File: src/rtl/rsa_key_derivation_core_assert.svh
// Assertion helpers shared by the key derivation core.
`ifndef RSA_KEY_DERIVATION_CORE_ASSERT_SVH
`define RSA_KEY_DERIVATION_CORE_ASSERT_SVH

// Same-cycle implication, checked outside reset.
`define RKD_ASSERT_IMPLY(lbl, clk, rst_n, ante, cons) \
  lbl: assert property (@(posedge clk) disable iff (!rst_n) (ante) |-> (cons)) \
    else $error("assertion failed");

// Next-cycle implication, checked outside reset.
`define RKD_ASSERT_NEXT(lbl, clk, rst_n, ante, cons) \
  lbl: assert property (@(posedge clk) disable iff (!rst_n) (ante) |=> (cons)) \
    else $error("assertion failed");

`endif

File: src/rtl/rkd_pkg.sv
package rkd_pkg;

  // Status codes of a result transaction
  localparam logic [1:0] ST_OK    = 2'd0;
  localparam logic [1:0] ST_P_BAD = 2'd1;
  localparam logic [1:0] ST_Q_BAD = 2'd2;
  localparam logic [1:0] ST_EQUAL = 2'd3;

  // Trial division walks 6k-1 / 6k+1
  localparam logic [16:0] TRIAL_FIRST = 17'd5;
  localparam logic [16:0] TRIAL_PAIR  = 17'd2;
  localparam logic [16:0] TRIAL_STEP  = 17'd6;

  // Public exponent search
  localparam logic [15:0] E_FIRST = 16'd3;
  localparam logic [15:0] E_STEP  = 16'd2;
  localparam logic [15:0] E_LIMIT = 16'd65533;

  // Depth of the queue between front and back
  localparam int Q_DEPTH = 2;

  localparam int DIV_W = 64;

  typedef struct packed {
    logic             start;
    logic [DIV_W-1:0] dividend;
    logic [DIV_W-1:0] divisor;
  } div_req_t;

  typedef struct packed {
    logic             busy;
    logic             done;
    logic [DIV_W-1:0] quo;
    logic [DIV_W-1:0] rem;
  } div_rsp_t;

endpackage

File: src/rtl/rkd_if.sv
interface rkd_in_if;
  logic        valid;
  logic        ready;
  logic [31:0] p_candidate;
  logic [31:0] q_candidate;

  modport source (output valid, output p_candidate, output q_candidate, input ready);
  modport sink (input valid, input p_candidate, input q_candidate, output ready);
endinterface


File: src/rtl/rkd_front.sv
module rkd_front
  import rkd_pkg::*;
#(
  parameter int PRIME_BITS = 32
) (
  input  logic                  clk,
  input  logic                  rst_n,
  rkd_in_if.sink                in_ch,
  input  logic                  pop,
  output logic                  head_valid,
  output logic [PRIME_BITS-1:0] head_p,
  output logic [PRIME_BITS-1:0] head_q
);

  localparam int PTR_W = (Q_DEPTH > 1) ? $clog2(Q_DEPTH) : 1;
  localparam int CNT_W = $clog2(Q_DEPTH + 1);

  logic [PRIME_BITS-1:0] qp_r [Q_DEPTH];
  logic [PRIME_BITS-1:0] qq_r [Q_DEPTH];
  logic [PTR_W-1:0]      wr_ptr_r;
  logic [PTR_W-1:0]      rd_ptr_r;
  logic [CNT_W-1:0]      cnt_r;
  logic                  push;
  logic                  take;

  assign in_ch.ready = (cnt_r != CNT_W'(Q_DEPTH));
  assign push        = in_ch.valid && in_ch.ready;
  assign head_valid  = (cnt_r != '0);
  assign take        = pop && head_valid;
  assign head_p      = qp_r[rd_ptr_r];
  assign head_q      = qq_r[rd_ptr_r];

  // Store the masked candidates of an accepted transaction
  always_ff @(posedge clk) begin
    if (push) begin
      qp_r[wr_ptr_r] <= in_ch.p_candidate[PRIME_BITS-1:0];
      qq_r[wr_ptr_r] <= in_ch.q_candidate[PRIME_BITS-1:0];
    end
  end

  // Advance pointers and occupancy
  always_ff @(posedge clk) begin
    if (!rst_n) begin
      wr_ptr_r <= '0;
      rd_ptr_r <= '0;
      cnt_r    <= '0;
    end else begin
      if (push) wr_ptr_r <= (wr_ptr_r == PTR_W'(Q_DEPTH - 1)) ? '0 : wr_ptr_r + 1'b1;
      if (take) rd_ptr_r <= (rd_ptr_r == PTR_W'(Q_DEPTH - 1)) ? '0 : rd_ptr_r + 1'b1;
      if (push && !take) cnt_r <= cnt_r + 1'b1;
      else if (take && !push) cnt_r <= cnt_r - 1'b1;
    end
  end

endmodule

File: src/flat_wrapper.sv
// flat-port wrapper written by rule: the top's interface ports become plain ports
module rkd_front_flat import rkd_pkg::*;
#(
  parameter int PRIME_BITS = 32
)
  (clk, rst_n, pop, head_valid, head_p, head_q, in_ch_valid, in_ch_p_candidate, in_ch_q_candidate, in_ch_ready);
  rkd_in_if in_ch_i ();
  input  logic clk;
  input  logic rst_n;
  input  logic pop;
  output logic head_valid;
  output logic [PRIME_BITS-1:0] head_p;
  output logic [PRIME_BITS-1:0] head_q;
  input wire logic [$bits(in_ch_i.valid)-1:0] in_ch_valid;
  input wire logic [$bits(in_ch_i.p_candidate)-1:0] in_ch_p_candidate;
  input wire logic [$bits(in_ch_i.q_candidate)-1:0] in_ch_q_candidate;
  output wire logic [$bits(in_ch_i.ready)-1:0] in_ch_ready;
  assign in_ch_i.valid = in_ch_valid;
  assign in_ch_i.p_candidate = in_ch_p_candidate;
  assign in_ch_i.q_candidate = in_ch_q_candidate;
  assign in_ch_ready = in_ch_i.ready;
  rkd_front #(.PRIME_BITS(PRIME_BITS)) u_core (.clk(clk), .rst_n(rst_n), .in_ch(in_ch_i), .pop(pop), .head_valid(head_valid), .head_p(head_p), .head_q(head_q));
endmodule
File: config.mk
export PLATFORM = sky130hd
export DESIGN_NAME = rkd_front_flat
export DESIGN_NICKNAME = d
export VERILOG_FILES = /design/src/rtl/rsa_key_derivation_core_assert.svh /design/src/rtl/rkd_pkg.sv /design/src/rtl/rkd_if.sv /design/src/rtl/rkd_front.sv /design/src/flat_wrapper.sv
export SDC_FILE = /design/constraint.sdc
export NUM_CORES = 1
export LEC_CHECK = 0
export BUFFER_PORTS_ARGS = -buffer_cell sky130_fd_sc_hd__buf_2
export CAP_MARGIN = 20
export CORE_MARGIN = 3
export CORE_UTILIZATION = 50
export DETAILED_ROUTE_END_ITERATION = 6
export PLACE_DENSITY_LB_ADDON = 0.25
export SLEW_MARGIN = 10
export SYNTH_ARGS = -nofsm -noshare
export SYNTH_HDL_FRONTEND = slang
export SYNTH_SLANG_ARGS = --single-unit
File: constraint.sdc
create_clock -name clk -period 3.5 [get_ports clk]
set_input_delay 0.875 -clock clk [delete_from_list [all_inputs] [get_ports clk]]
set_output_delay 0.875 -clock clk [all_outputs]
set_load 0.01 [all_outputs]
# After elaboration in Yosys (flattened, before gate mapping)
# Memories as Yosys holds them, arrays and structs flattened. A register that Yosys moved wholly into a read port is not among the register bits.
# Cells that the tools add are included.
word_totals:
  reg_bits: 4
  latch_bits: 0
  mem_bits_rw: 128
  rom_bits: 0
  in_bits: 68
  wordCells: 28
  memories: 2
op_classes:
  addsub: 4
  multipliers: 0
  n_div: 0
  order_cmp: 0
  eq_ne: 1
  shifts: 0
  mux: 10
  bitwise: 0
  n_reduce_logical: 8
mem_list:
  columns: ["name", "depth", "width", "read_ports", "rd_clocked_by_memory_dff", "wr", "line", "text"]
  rows:
  - ["u_core.qp_r", 2, 32, 1, 1, 1, "rkd_front.sv:18", "logic [PRIME_BITS-1:0] qp_r [Q_DEPTH];"]
  - ["u_core.qq_r", 2, 32, 1, 1, 1, "rkd_front.sv:19", "logic [PRIME_BITS-1:0] qq_r [Q_DEPTH];"]
op_table:
  columns: ["cell", "count"]
  rows:
  - ["1-bit 2-to-1 mux", 8]
  - ["1-bit logical AND", 4]
  - ["2-bit 2-to-1 mux", 2]
  - ["2-bit nonzero test", 2]
  - ["1-bit adder (second input constant)", 2]
  - ["2-bit by 1-bit adder with 2-bit output (second input constant)", 1]
  - ["1-bit logical NOT", 2]
  - ["2-bit != test (second input constant)", 1]
  - ["2-bit by 1-bit subtractor with 2-bit output (second input constant)", 1]

# Logic depth before layout (Yosys ltp)
depth:
  word_depth: 6
  depth_mapped: 6
  mapped_depth_nobuf: 6

# Worst setup path after synthesis
# No wires, ideal clock.
synth_path:
  path_type: "input to register"
  startpoint: "input port in_ch_valid"
  endpoint: "memory u_core.qp_r[1][0], enable pin"
  t_arrival_ns: 2.430
  required_time_ns: 3.071
  path_slack_ns: 0.641
  path_stages: 1
  path_cell_list: "and3_1"
synth_via:
  elab_chain_cells: 3
synth_lines:
  columns: ["item", "line", "text"]
  rows:
  - ["start, declared", "flat_wrapper.sv:14", "input wire logic [$bits(in_ch_i.valid)-1:0] in_ch_valid;"]
  - ["1-bit logical AND", "rkd_front.sv:27", "assign push = in_ch.valid && in_ch.ready;"]
  - ["1-bit 2-to-1 mux", "rkd_front.sv:35", "if (push) begin"]
  - ["1-bit 2-to-1 mux (not written as such)", "rkd_front.sv:36", "qp_r[wr_ptr_r] <= in_ch.p_candidate[PRIME_BITS-1:0];"]
  - ["end, declared", "rkd_front.sv:18", null]
# Every way passes these cells.

==> results.ini <==
[outcome]
status = finished clean

[detailed_routing]
first_iter_violations = 88
firstDrtPassIters = 4
vias = 2507
avgViaCountPerCell = 4.887
drcViolationCount = 0
wire_per_inst_um = 16.45
routed_wl_um = 8437
postRouteAntennaNets = 0

[placed_design]
dp_cells = 483
gp_congestion = 0.6898
port_buffers = 133
place_area_sq_um = 5699
place_ws_ps = 1215
dp_hpwl_um = 5463

[cells_and_area]
multiInputGateArea_sq_um = 860.8
fillerInstances = 664
design_area_sq_um = 6300
antenna_cells = 0
syn_to_final_growth_pct = 29.70
finalNonFillerCells = 513
seq_area_sq_um = 3945
nets = 442
layout-drive-gt1-share = 0.6172

[critical_path]
reg2regPathDepth = 3
crit_chain = buf_4 > mux2_2 > buf_2
cpLargestDelayFamily = buffers and inverters
cp.depth = 3
cp-end-kind = output port
timing.critical_path.buf_inv = 2
startpoint_type = flop
critPathMaxFanout = 36
cp_slowest_stage_delay_ps = 410
arrival_ps = 1800
worst_ep_required_time_ps = 2620
crit_type = reg2out
slowest_stage = buf_4

[synth]
syn_avg_cell_area_sq_um = 21.78
yosysTopAreaCell = edfxtp_1
yosysMostFrequentCell = edfxtp_1
yosys_register_bits = 133
ys_warn_count = 0
synth.area.top_cells = edfxtp_1 79%, mux2_2 15%, dfxtp_1 2.1%
synth_cell_types = 20
synth_nets = 292
synth_top_area_frac = 0.7913
postSynthCellCount = 223
synthArstFlopShare = 0
synth_edf_count = 128
synth_ff_type = edfxtp_1
synth.cell_area_sq_um = 4857
yosys-top-cells-count = 128 x edfxtp_1, 64 x mux2_2, 6 x buf_4, 5 x dfxtp_1, 4 x and2_1
ys_seq_area_frac = 0.8120

[clock_network]
cts_tree = built
cts_buffer_depth = 2
clock-sinks = 133
cts.htree.levels = 4
clock_latency_ps = 510
cts_setup_buffers = 0
clkTransAtPathRegs_ps = 60
post_cts_resized = 0
holdBufCountCts = 0
numCtsBuffers = 17
cts_root_buffer = clkbuf_8

[pwr]
ir_worst_vdd_mv = 0.4582
p_per_area_nw_per_um2 = 772.5
p_leak_nw = 2.371

[timing]
worst_slack_ps = 824.8
relSlewSlack = 0.5553
worst_slew_pin_slew_ps = 667.0
maxSlewViolCount = 0
max_freq_mhz = 373.8
tns_ps = 0
skew_ps = 12.67
post-route-period-util = 0.7643
rsz0062_at_grt = no
setup_viol = 0
fin_crit_ps = 2675
hold_viol_final = 0

[die]
std_cell_rows = 35
core_sq_um = 9328
die_area_sq_um = 10930
die_x_um = 104.6
die_y_um = 104.6
num_io_pins = 134
start_util = 0.5207

[global_routing]
grt_pass1_wl_um = 13510
grt-ovfl-total = 0
antenna_found_initial = 0
grt_max_degree = 43
grt_pass1_vias = 2719
grt_usage = 0.1629

[hold_path]
hold_path_depth = 1
hp-class = in2reg

[job]
cap_violations = 0

-- cell type report --
| type | count | share of cell area |
|---|---|---|
| well taps | 129 | 0.02562 |
| clock inverters | 12 | 0.02900 |
| flip-flops and latches | 133 | 0.6262 |
| multi-input cells | 82 | 0.1366 |
| clock buffers | 18 | 0.06634 |
| repair buffers | 138 | 0.1156 |
| inverters | 1 | 0.0005958 |
-- flip-flops by register name, indices dropped and copies added (netlist names), named ones only --
register and flops:
u_core.rd_ptr_r 1, u_core.cnt_r 2, u_core.qq_r 64, u_core.wr_ptr_r 1
u_core.qp_r 64
-- logic make-up after synthesis --
logic type	Yosys count	synth area share
buf+inv	8	0.01107
fa+ha+maj	1	0.002576
simple gates	9	0.01340
flops	133	0.8120
xor+xnor	3	0.005411
compound gates	5	0.007212
mux	64	0.1484
-- layout by cell type (no fill, tap or decap), drive strengths merged --
cell and n:
buf 138, edfxtp 128, mux2 64, clkbuf 18
clkinv 5, dfxtp 5, and2 4, bufinv 4
clkinvlp 3, xnor2 2, o21ai 2, a21boi 2
nand2b 1, or2 1, nand3b 1, inv 1
and3 1, a21bo 1, xor2 1, or3 1
ha 1
-- worst register-to-register path, cell delays in order (launching register included) --
cell	delay, ps
dfxtp_1	410
nand2b_4	180
and3_2	630
buf_12	290
-- path summary, 6_finish.rpt --
kind	start	to	slack, ps
hold / removal	in_ch_q_candidate[3]	u_core.qq_r[1][3]	550
setup / recovery	flop	head_p[5]	820
hold reg to reg	u_core.cnt_r[1]	u_core.cnt_r[1]	570
setup reg to reg	u_core.cnt_r[0]	u_core.qq_r[1][17]	1650
-- power by group --
part	switching (mW)	internal, mW	total (mW)	leakage (nW)
clock network	0.623	1.15	1.77	0.283
logic	0.541	0.504	1.05	0.851
registers	0.0572	1.99	2.05	1.24
total	1.22	3.64	4.87	2.37
-- through the flow --
stage	total power, mW	hold slack, ps	utilization
2_1_floorplan	2.760	512.4	-
6_report	4.867	549.9	0.6754
5_1_grt	5.090	522.0	0.6754
3_3_place_gp	3.122	535.0	0.6110
4_1_cts	4.926	528.1	0.6754
3_5_place_dp	3.143	559.8	0.6110
-- per-layer routing --
| metal | part of all wire | track usage | vias up |
|---|---|---|---|
| li1 | - | - | 1185 |
| met1 | 0.41 | 0.1874 | 1223 |
| met2 | 0.51 | 0.2758 | 95 |
| met3 | 0.066 | 0.06980 | 4 |
| met4 | 0.0053 | 0.05128 | 0 |
| met5 | 0 | 0 | - |
(Power assumes the default switching activity.)
