`src/rtl/rsa_key_derivation_core_assert.svh`:
```
// Assertion helpers shared by the key derivation core.
`ifndef RSA_KEY_DERIVATION_CORE_ASSERT_SVH
`define RSA_KEY_DERIVATION_CORE_ASSERT_SVH

// Same-cycle implication, checked outside reset.
`define RKD_ASSERT_IMPLY(lbl, clk, rst_n, ante, cons) \
  lbl: assert property (@(posedge clk) disable iff (!rst_n) (ante) |-> (cons)) \
    else $error("assertion failed");

// Next-cycle implication, checked outside reset.
`define RKD_ASSERT_NEXT(lbl, clk, rst_n, ante, cons) \
  lbl: assert property (@(posedge clk) disable iff (!rst_n) (ante) |=> (cons)) \
    else $error("assertion failed");

`endif

```
`src/rtl/rkd_pkg.sv`:
```
package rkd_pkg;

  // Status codes of a result transaction
  localparam logic [1:0] ST_OK    = 2'd0;
  localparam logic [1:0] ST_P_BAD = 2'd1;
  localparam logic [1:0] ST_Q_BAD = 2'd2;
  localparam logic [1:0] ST_EQUAL = 2'd3;

  // Trial division walks 6k-1 / 6k+1
  localparam logic [16:0] TRIAL_FIRST = 17'd5;
  localparam logic [16:0] TRIAL_PAIR  = 17'd2;
  localparam logic [16:0] TRIAL_STEP  = 17'd6;

  // Public exponent search
  localparam logic [15:0] E_FIRST = 16'd3;
  localparam logic [15:0] E_STEP  = 16'd2;
  localparam logic [15:0] E_LIMIT = 16'd65533;

  // Depth of the queue between front and back
  localparam int Q_DEPTH = 2;

  localparam int DIV_W = 64;

  typedef struct packed {
    logic             start;
    logic [DIV_W-1:0] dividend;
    logic [DIV_W-1:0] divisor;
  } div_req_t;

  typedef struct packed {
    logic             busy;
    logic             done;
    logic [DIV_W-1:0] quo;
    logic [DIV_W-1:0] rem;
  } div_rsp_t;

endpackage

```
`src/rtl/rkd_div.sv`:
```
module rkd_div
  import rkd_pkg::*;
(
  input  logic     clk,
  input  logic     rst_n,
  input  div_req_t req,
  output div_rsp_t rsp
);

  logic [DIV_W-1:0]         quo_r;
  logic [DIV_W-1:0]         rem_r;
  logic [DIV_W-1:0]         dvs_r;
  logic [$clog2(DIV_W)-1:0] cnt_r;
  logic                     busy_r;
  logic                     done_r;
  logic [DIV_W:0]           trial;
  logic [DIV_W:0]           diff;
  logic                     ge;

  // One restoring step per cycle
  assign trial = {rem_r, quo_r[DIV_W-1]};
  assign diff  = trial - {1'b0, dvs_r};
  assign ge    = (trial >= {1'b0, dvs_r});

  assign rsp.busy = busy_r;
  assign rsp.done = done_r;
  assign rsp.quo  = quo_r;
  assign rsp.rem  = rem_r;

  always_ff @(posedge clk) begin
    if (!rst_n) begin
      busy_r <= 1'b0;
      done_r <= 1'b0;
      cnt_r  <= '0;
    end else begin
      done_r <= 1'b0;
      if (busy_r) begin
        cnt_r <= cnt_r + 1'b1;
        if (cnt_r == '1) begin
          busy_r <= 1'b0;
          done_r <= 1'b1;
        end
      end else if (req.start) begin
        busy_r <= 1'b1;
        cnt_r  <= '0;
      end
    end
  end

  // Shift quotient bits in as the dividend shifts out
  always_ff @(posedge clk) begin
    if (busy_r) begin
      rem_r <= ge ? diff[DIV_W-1:0] : trial[DIV_W-1:0];
      quo_r <= {quo_r[DIV_W-2:0], ge};
    end else if (req.start) begin
      rem_r <= '0;
      quo_r <= req.dividend;
      dvs_r <= req.divisor;
    end
  end

endmodule

```
`config.mk`:
```
export PLATFORM = sky130hd
export DESIGN_NAME = rkd_div
export DESIGN_NICKNAME = d
export VERILOG_FILES = /design/src/rtl/rsa_key_derivation_core_assert.svh /design/src/rtl/rkd_pkg.sv /design/src/rtl/rkd_div.sv
export SDC_FILE = /design/constraint.sdc
export NUM_CORES = 1
export LEC_CHECK = 0
export ABC_AREA = 1
export BUFFER_PORTS_ARGS = -buffer_cell sky130_fd_sc_hd__buf_2
export CAP_MARGIN = 0
export CORE_MARGIN = 4
export CORE_UTILIZATION = 45
export CTS_CLUSTER_DIAMETER = 120
export CTS_CLUSTER_SIZE = 12
export DETAILED_ROUTE_END_ITERATION = 8
export PLACE_DENSITY = 0.69
export SLEW_MARGIN = 5
export SYNTH_ARGS = -nofsm -noshare
export SYNTH_HDL_FRONTEND = slang
export SYNTH_SLANG_ARGS = --single-unit
```
`constraint.sdc`:
```
create_clock -name clk -period 3.3 [get_ports clk]
set_input_delay 0.165 -clock clk [delete_from_list [all_inputs] [get_ports clk]]
set_output_delay 0.165 -clock clk [all_outputs]
set_load 0.02 [all_outputs]
```
# Word level (Yosys, flattened, before mapping)

Index checks and enable logic that the tools add are counted.

Flip-flop bits (word level): 200
Input port bits: 131
Output and inout bits: 130
Word-level logic and storage cells: 25

Add/subtract/negate cells: 2
Magnitude comparators: 1
Equality and inequality tests: 1
Muxes and demuxes: 11
Bitwise gates (word level): 1
Reduce and logical (&&, ||, !) cells: 3

Operators by type and width:

| operator                                                       | number |
|---|---|
| 64-bit 2-to-1 mux                                              | 5 |
| 65-bit by 64-bit greater-or-equal comparator with 1-bit output | 1 |
| 64-bit subtractor                                              | 1 |
| 6-bit 2-to-1 mux                                               | 2 |
| 6-bit by 1-bit adder with 6-bit output (second input constant) | 1 |
| 6-bit equality test (second input constant)                    | 1 |
| 1-bit 2-to-1 mux                                               | 4 |
| 2-bit AND reduction                                            | 2 |
| 2-bit nonzero test                                             | 1 |
| 1-bit inverter                                                 | 1 |

# Depth between registers and ports, before layout

Word-level depth: 3
Depth in mapped cells: 20
Depth with buffers taken out: 17

# Worst setup path after synthesis

Ideal clock, no wire load.

Kind: flip-flop to flip-flop
Start point: register busy_r
End point: register quo_r[0] (enable)
Setup time: 482 ps
Data arrival time: 3106 ps
Required time: 2818 ps
Path slack: -288 ps
Stages on the path, launching flop included: 4
Path buffers: 1
Clock period less this slack: 3588 ps
Cell sequence: dfxtp_1 > clkbuf_1 > nor2_1 > inv_1

Word-level cells in the longest chain between the ends: 1

RTL lines:

| element                      | line          | text |
|---|---|---|
| start: declaration           | rkd_div.sv:14 | `logic busy_r;` |
| start signal: assignment     | rkd_div.sv:32 | `busy_r <= 1'b0;` |
| start signal: assignment     | rkd_div.sv:40 | `busy_r <= 1'b0;` |
| start signal: assignment     | rkd_div.sv:44 | `busy_r <= 1'b1;` |
| 2-bit nonzero test (no line) | -             |  |
| end signal: assignment       | rkd_div.sv:54 | `quo_r <= {quo_r[DIV_W-2:0], ge};` |
| end signal: assignment       | rkd_div.sv:57 | `quo_r <= req.dividend;` |
| end: declaration             | rkd_div.sv:10 | `logic [DIV_W-1:0] quo_r;` |

Every way passes these cells.
A chain may end at the register's enable or synchronous reset.

# Worst setup path in the final report

Start point: register rem_r[2]
End point: register rem_r[54] (data pin)

Word-level cells in the longest chain between the ends: 3
Elaborated cells between the ends (all ways): 4
Those cells by class: 1 x add/sub; 1 x order compare; 2 x mux

RTL lines:

| element                                                                                                    | line                         | text |
|---|---|---|
| start: declaration                                                                                         | rkd_div.sv:11                | `logic [DIV_W-1:0] rem_r;` |
| start signal: assignment                                                                                   | rkd_div.sv:53                | `rem_r <= ge ? diff[DIV_W-1:0] : trial[DIV_W-1:0];` |
| 64-bit subtractor / 65-bit by 64-bit greater-or-equal comparator with 1-bit output (equally long branches) | rkd_div.sv:22, rkd_div.sv:23 |  |
| 64-bit 2-to-1 mux *                                                                                        | rkd_div.sv:53                |  |
| 64-bit 2-to-1 mux *                                                                                        | rkd_div.sv:52                | `if (busy_r) begin` |

Every way passes the cells marked *; elsewhere a longest branch is shown, timed or not.

==> impl_metrics.csv <==
group,metric,value,unit
global_routing,via_count_of_the_first_global_routing_pass,14449,
timing,timing_hold_violations_final,0,
place,gp_routability_congestion,0.967,
global_routing,grt_first_pass_wirelength,78000,um
worst_setup_path,count_of_buffering_cells_on_the_critical_path_with_inverters_included,2,
floorplan,die_area,35700,um^2
route,dr.pass1.iters,5,
global_routing,antenna_found_initial,0,
route,totalWireLength,49200,um
route,routed-wl-met3,3160,um
min_path,hold_class,"primary input to register",
timing,setup_tns,0,ns
place,portBuffers,260,
floorplan,rows,66,
logic_synthesis,ys.flop_type,"sky130_fd_sc_hd__edfxtp_1",
clock_network,numClockSinks,200,
clock_network,clock_latency,0.47,ns
power_and_ir_drop,power,9.39,mW
logic_synthesis,post_synth_instance_area,14700,um^2
layout,flow.area_growth_from_synthesis,25.0,%
global_routing,grt.total_usage,27.6,%
timing,headroom_to_the_max_slew_limit,35.9,%
timing,max_freq,336,MHz
layout,nFillCells,3118,
min_path,hold-path-endpoint,"cnt_r[3]",
route,dr_wl_met2,23000,um
worst_setup_path,worst_setup_path_end_kind,"register",
flow_run,max-cap-violations,0,
layout,antennaDiodeCount,0,
logic_synthesis,synth_edf_count,192,
min_path,hold_path_depth,4,
floorplan,die-height,189,um
worst_setup_path,critical-path-max-stage-delay,0.48,ns
power_and_ir_drop,p_leak,10.2,nW
clock_network,cts_max_path_buffers,2,
floorplan,floorplan.initialDensity,45.4,%
timing,timing.final.crit_share,90.2,%
worst_setup_path,critical_path.startpoint_type,"register",
worst_setup_path,timing.rr.start,"rem_r[2]",
power_and_ir_drop,vdd_drop_max,0.000403,V
floorplan,fp.dieW,189,um
clock_network,numCtsBuffers,17,
worst_setup_path,timing_worst_setup_path_type,"register to register",
logic_synthesis,postSynthAreaPerCell,6.77,um^2
timing,finalCriticalPeriod,2.98,ns
route,m1WireLength,21700,um
worst_setup_path,worstReg2RegEnd,"rem_r[54]",
route,remaining_design_rule_violation_count,0,
worst_setup_path,worst_ep_required_time,3.52,ns
worst_setup_path,reg2regPathDepth,16,
layout,seqCellArea,5930,um^2
place,place.detailed.hpwl,37800,um
layout,postLayoutCellArea,18400,um^2
floorplan,placeableCoreArea,32500,um^2
power_and_ir_drop,power_density,510,nW/um^2
min_path,origin_of_the_worst_min_delay_path,"req[128]",
logic_synthesis,ys_async_sr_fraction,0,%
timing,grt_setup_unrepaired,"no",
logic_synthesis,sequential_element_share_of_the_synthesized_area,40.2,%
route,detail_route.vias_per_cell,4.76,
clock_network,cts_root_cell,"sky130_fd_sc_hd__clkbuf_16",
worst_setup_path,top_cell_by_count_worst_path,"sky130_fd_sc_hd__nand2_1",
layout,multi_input_area,6940,um^2
worst_setup_path,crit_chain,"ha_1, nand2_1, inv_1, nand2_1, nand2_1, nand2_1, nand3_2, nand2_1, nand2_2, nand2_2, nand2_2, nand2_4, buf_6, nand3b_1, nand2_1, nor2_1",
layout,final_nets,2753,
route,routedWlPerCell,16.3,um
global_routing,grt_start_max_net_pins,91,
worst_setup_path,crit_path_max_delay_family,"simple AND/OR/NAND/NOR gates",
layout,share_of_cells_above_drive_strength_1,14.5,%
worst_setup_path,critPathArrivalTime,3.20,ns
route,final_antenna_net_count,0,
timing,finalMaxSlewViolations,0,
worst_setup_path,worst-r2r-setup-slack,0.32,ns
run_status,status,"finished, final reports clean",
clock_network,path_clk_slew,0.09,ns
route,initialDrtViolationCount,922,
timing,report.final.setup_viol,0,
logic_synthesis,post_synth_num_cell_types,35,
worst_setup_path,worstPathMaxFanout,49,
worst_setup_path,worst_path_max_delay_cell,"sky130_fd_sc_hd__edfxtp_1",
worst_setup_path,setup.worst_path.start,"rem_r[2]",
timing,timing_worst_slew_pin_value,0.962,ns
timing,timing.clock.skew,0.0170,ns
logic_synthesis,postSynthRegisterBits,200,
place,placed_cell_area,16500,um^2
clock_network,tritoncts,"yes",
global_routing,grt_remaining_overflow,0,
route,routed-via-count,14341,
clock_network,h-tree-depth,4,
logic_synthesis,cells_after_synth,2178,
logic_synthesis,synthesis.nets,2375,
logic_synthesis,synth-warning-count,0,
route,top_layer_used,"met4",
floorplan,design.portCount,261,
==> final cells by class <==
| class | count | share of cell area (%) |
|---|---|---|
| multi-input combinational | 1498 | 37.7 |
| sequential | 200 | 32.2 |
| timing repair buffer | 402 | 14.8 |
| inverter | 437 | 8.92 |
| tap | 442 | 3.00 |
| clock buffer | 17 | 2.31 |
| clock inverter | 15 | 1.18 |
==> cell families (layout without fill, tap and decap cells) <==
logic type / Yosys count / in the layout / synth area share [%]
adders and majority gates: 66 / 66 / 5.65
DFF: 200 / 200 / 40.2
AOI/OAI and AO/OA: 51 / 51 / 1.79
and+or+nand+nor: 1350 / 1350 / 37.8
xor gates and xnor gates: 31 / 31 / 1.84
buffers and inverters: 480 / 871 / 12.7
==> registers in the layout, indices dropped and copies added, names as in the netlist <==
signal,cells
rem_r,64
quo_r,64
done_r,1
cnt_r,6
dvs_r,64
busy_r,1
==> per-stage QoR <==
step	utilization, %	hold WS, ns	setup slack [ns]	instances
after floorplan	-	0.264	0.301	2178
after global placement	50.8	0.341	0.284	2850
after detailed placement	50.8	0.343	0.292	2850
after CTS	56.8	0.0649	0.229	3011
after global routing	56.8	0.114	0.152	3011
final	56.8	0.0825	0.322	3011
==> layer usage <==
layer	global-route usage, %	up-vias
li1	-	7324
met2	46.7	526
met3	5.00	60
met1	36.4	6431
met4	8.24	0
met5	0	-
==> synth_stat cells (2+ instances only) <==
master | count | share of area [%]
sky130_fd_sc_hd__nand2_1 | 946 | 24
sky130_fd_sc_hd__inv_1 | 425 | 11
sky130_fd_sc_hd__nor2_1 | 209 | 5.3
sky130_fd_sc_hd__edfxtp_1 | 192 | 39
sky130_fd_sc_hd__ha_1 | 65 | 5.5
sky130_fd_sc_hd__nand3_1 | 60 | 2.0
sky130_fd_sc_hd__nand3b_1 | 55 | 2.8
sky130_fd_sc_hd__a21oi_1 | 44 | 1.5
sky130_fd_sc_hd__nor2_2 | 37 | 1.6
sky130_fd_sc_hd__xor2_1 | 30 | 1.8
sky130_fd_sc_hd__clkbuf_1 | 20 | 0.51
sky130_fd_sc_hd__buf_2 | 11 | 0.37
sky130_fd_sc_hd__inv_2 | 11 | 0.28
sky130_fd_sc_hd__nor3_1 | 11 | 0.37
sky130_fd_sc_hd__nand4_1 | 10 | 0.42
sky130_fd_sc_hd__dfxtp_1 | 8 | 1.1
sky130_fd_sc_hd__nand2_2 | 8 | 0.34
sky130_fd_sc_hd__buf_6 | 7 | 0.53
sky130_fd_sc_hd__o21ai_0 | 4 | 0.14
sky130_fd_sc_hd__and2_1 | 3 | 0.13
sky130_fd_sc_hd__buf_1 | 3 | 0.076
sky130_fd_sc_hd__a22oi_1 | 2 | 0.10
sky130_fd_sc_hd__and3_1 | 2 | 0.085
sky130_fd_sc_hd__buf_4 | 2 | 0.10
sky130_fd_sc_hd__nand2_4 | 2 | 0.15
sky130_fd_sc_hd__nor4_1 | 2 | 0.085
==> repair_timing <==
item                                   4_1_cts  5_1_grt
gates resized for setup                      0        1
endpoints found under the hold margin      133        0
hold buffers                               129        0
setup buffers                                0        0
setup endpoints to repair                    0        5
==> worst min-delay path, cell delays in order <==
cell,delay [ns]
sky130_fd_sc_hd__buf_2,0.11
sky130_fd_sc_hd__nand2_1,0.10
sky130_fd_sc_hd__a21oi_1,0.08
sky130_fd_sc_hd__nor2_1,0.08
==> power breakdown <==
group          total [mW]  internal [mW]  switching [mW]
clock                2.30           1.12            1.19
combinational        3.77           1.26            2.51
sequential           3.32           3.13           0.189
==> layout by cell type, fill, tap and decap left out, types with 13 or more instances in the layout <==
cell / n
sky130_fd_sc_hd__nand3_1: 60
sky130_fd_sc_hd__edfxtp_1: 192
sky130_fd_sc_hd__nor2_1: 209
sky130_fd_sc_hd__inv_1: 422
sky130_fd_sc_hd__clkbuf_16: 17
sky130_fd_sc_hd__dlygate4sd3_1: 129
sky130_fd_sc_hd__nor2_2: 37
sky130_fd_sc_hd__nand2_1: 946
sky130_fd_sc_hd__a21oi_1: 44
sky130_fd_sc_hd__nand3b_1: 55
sky130_fd_sc_hd__inv_2: 13
sky130_fd_sc_hd__ha_1: 65
sky130_fd_sc_hd__buf_2: 260
sky130_fd_sc_hd__xor2_1: 30
==> worst max path at each step <==
stage | end | slack [ns] | depth (start not counted)
after global placement | rem_r[57] | 0.28 | 16
after global routing | rem_r[53] | 0.15 | 16
final | rem_r[54] | 0.32 | 16
after CTS | rem_r[41] | 0.23 | 16
after floorplan | quo_r[0] | 0.30 | 3
after detailed placement | rem_r[44] | 0.29 | 16
(Power assumes the default switching activity.)
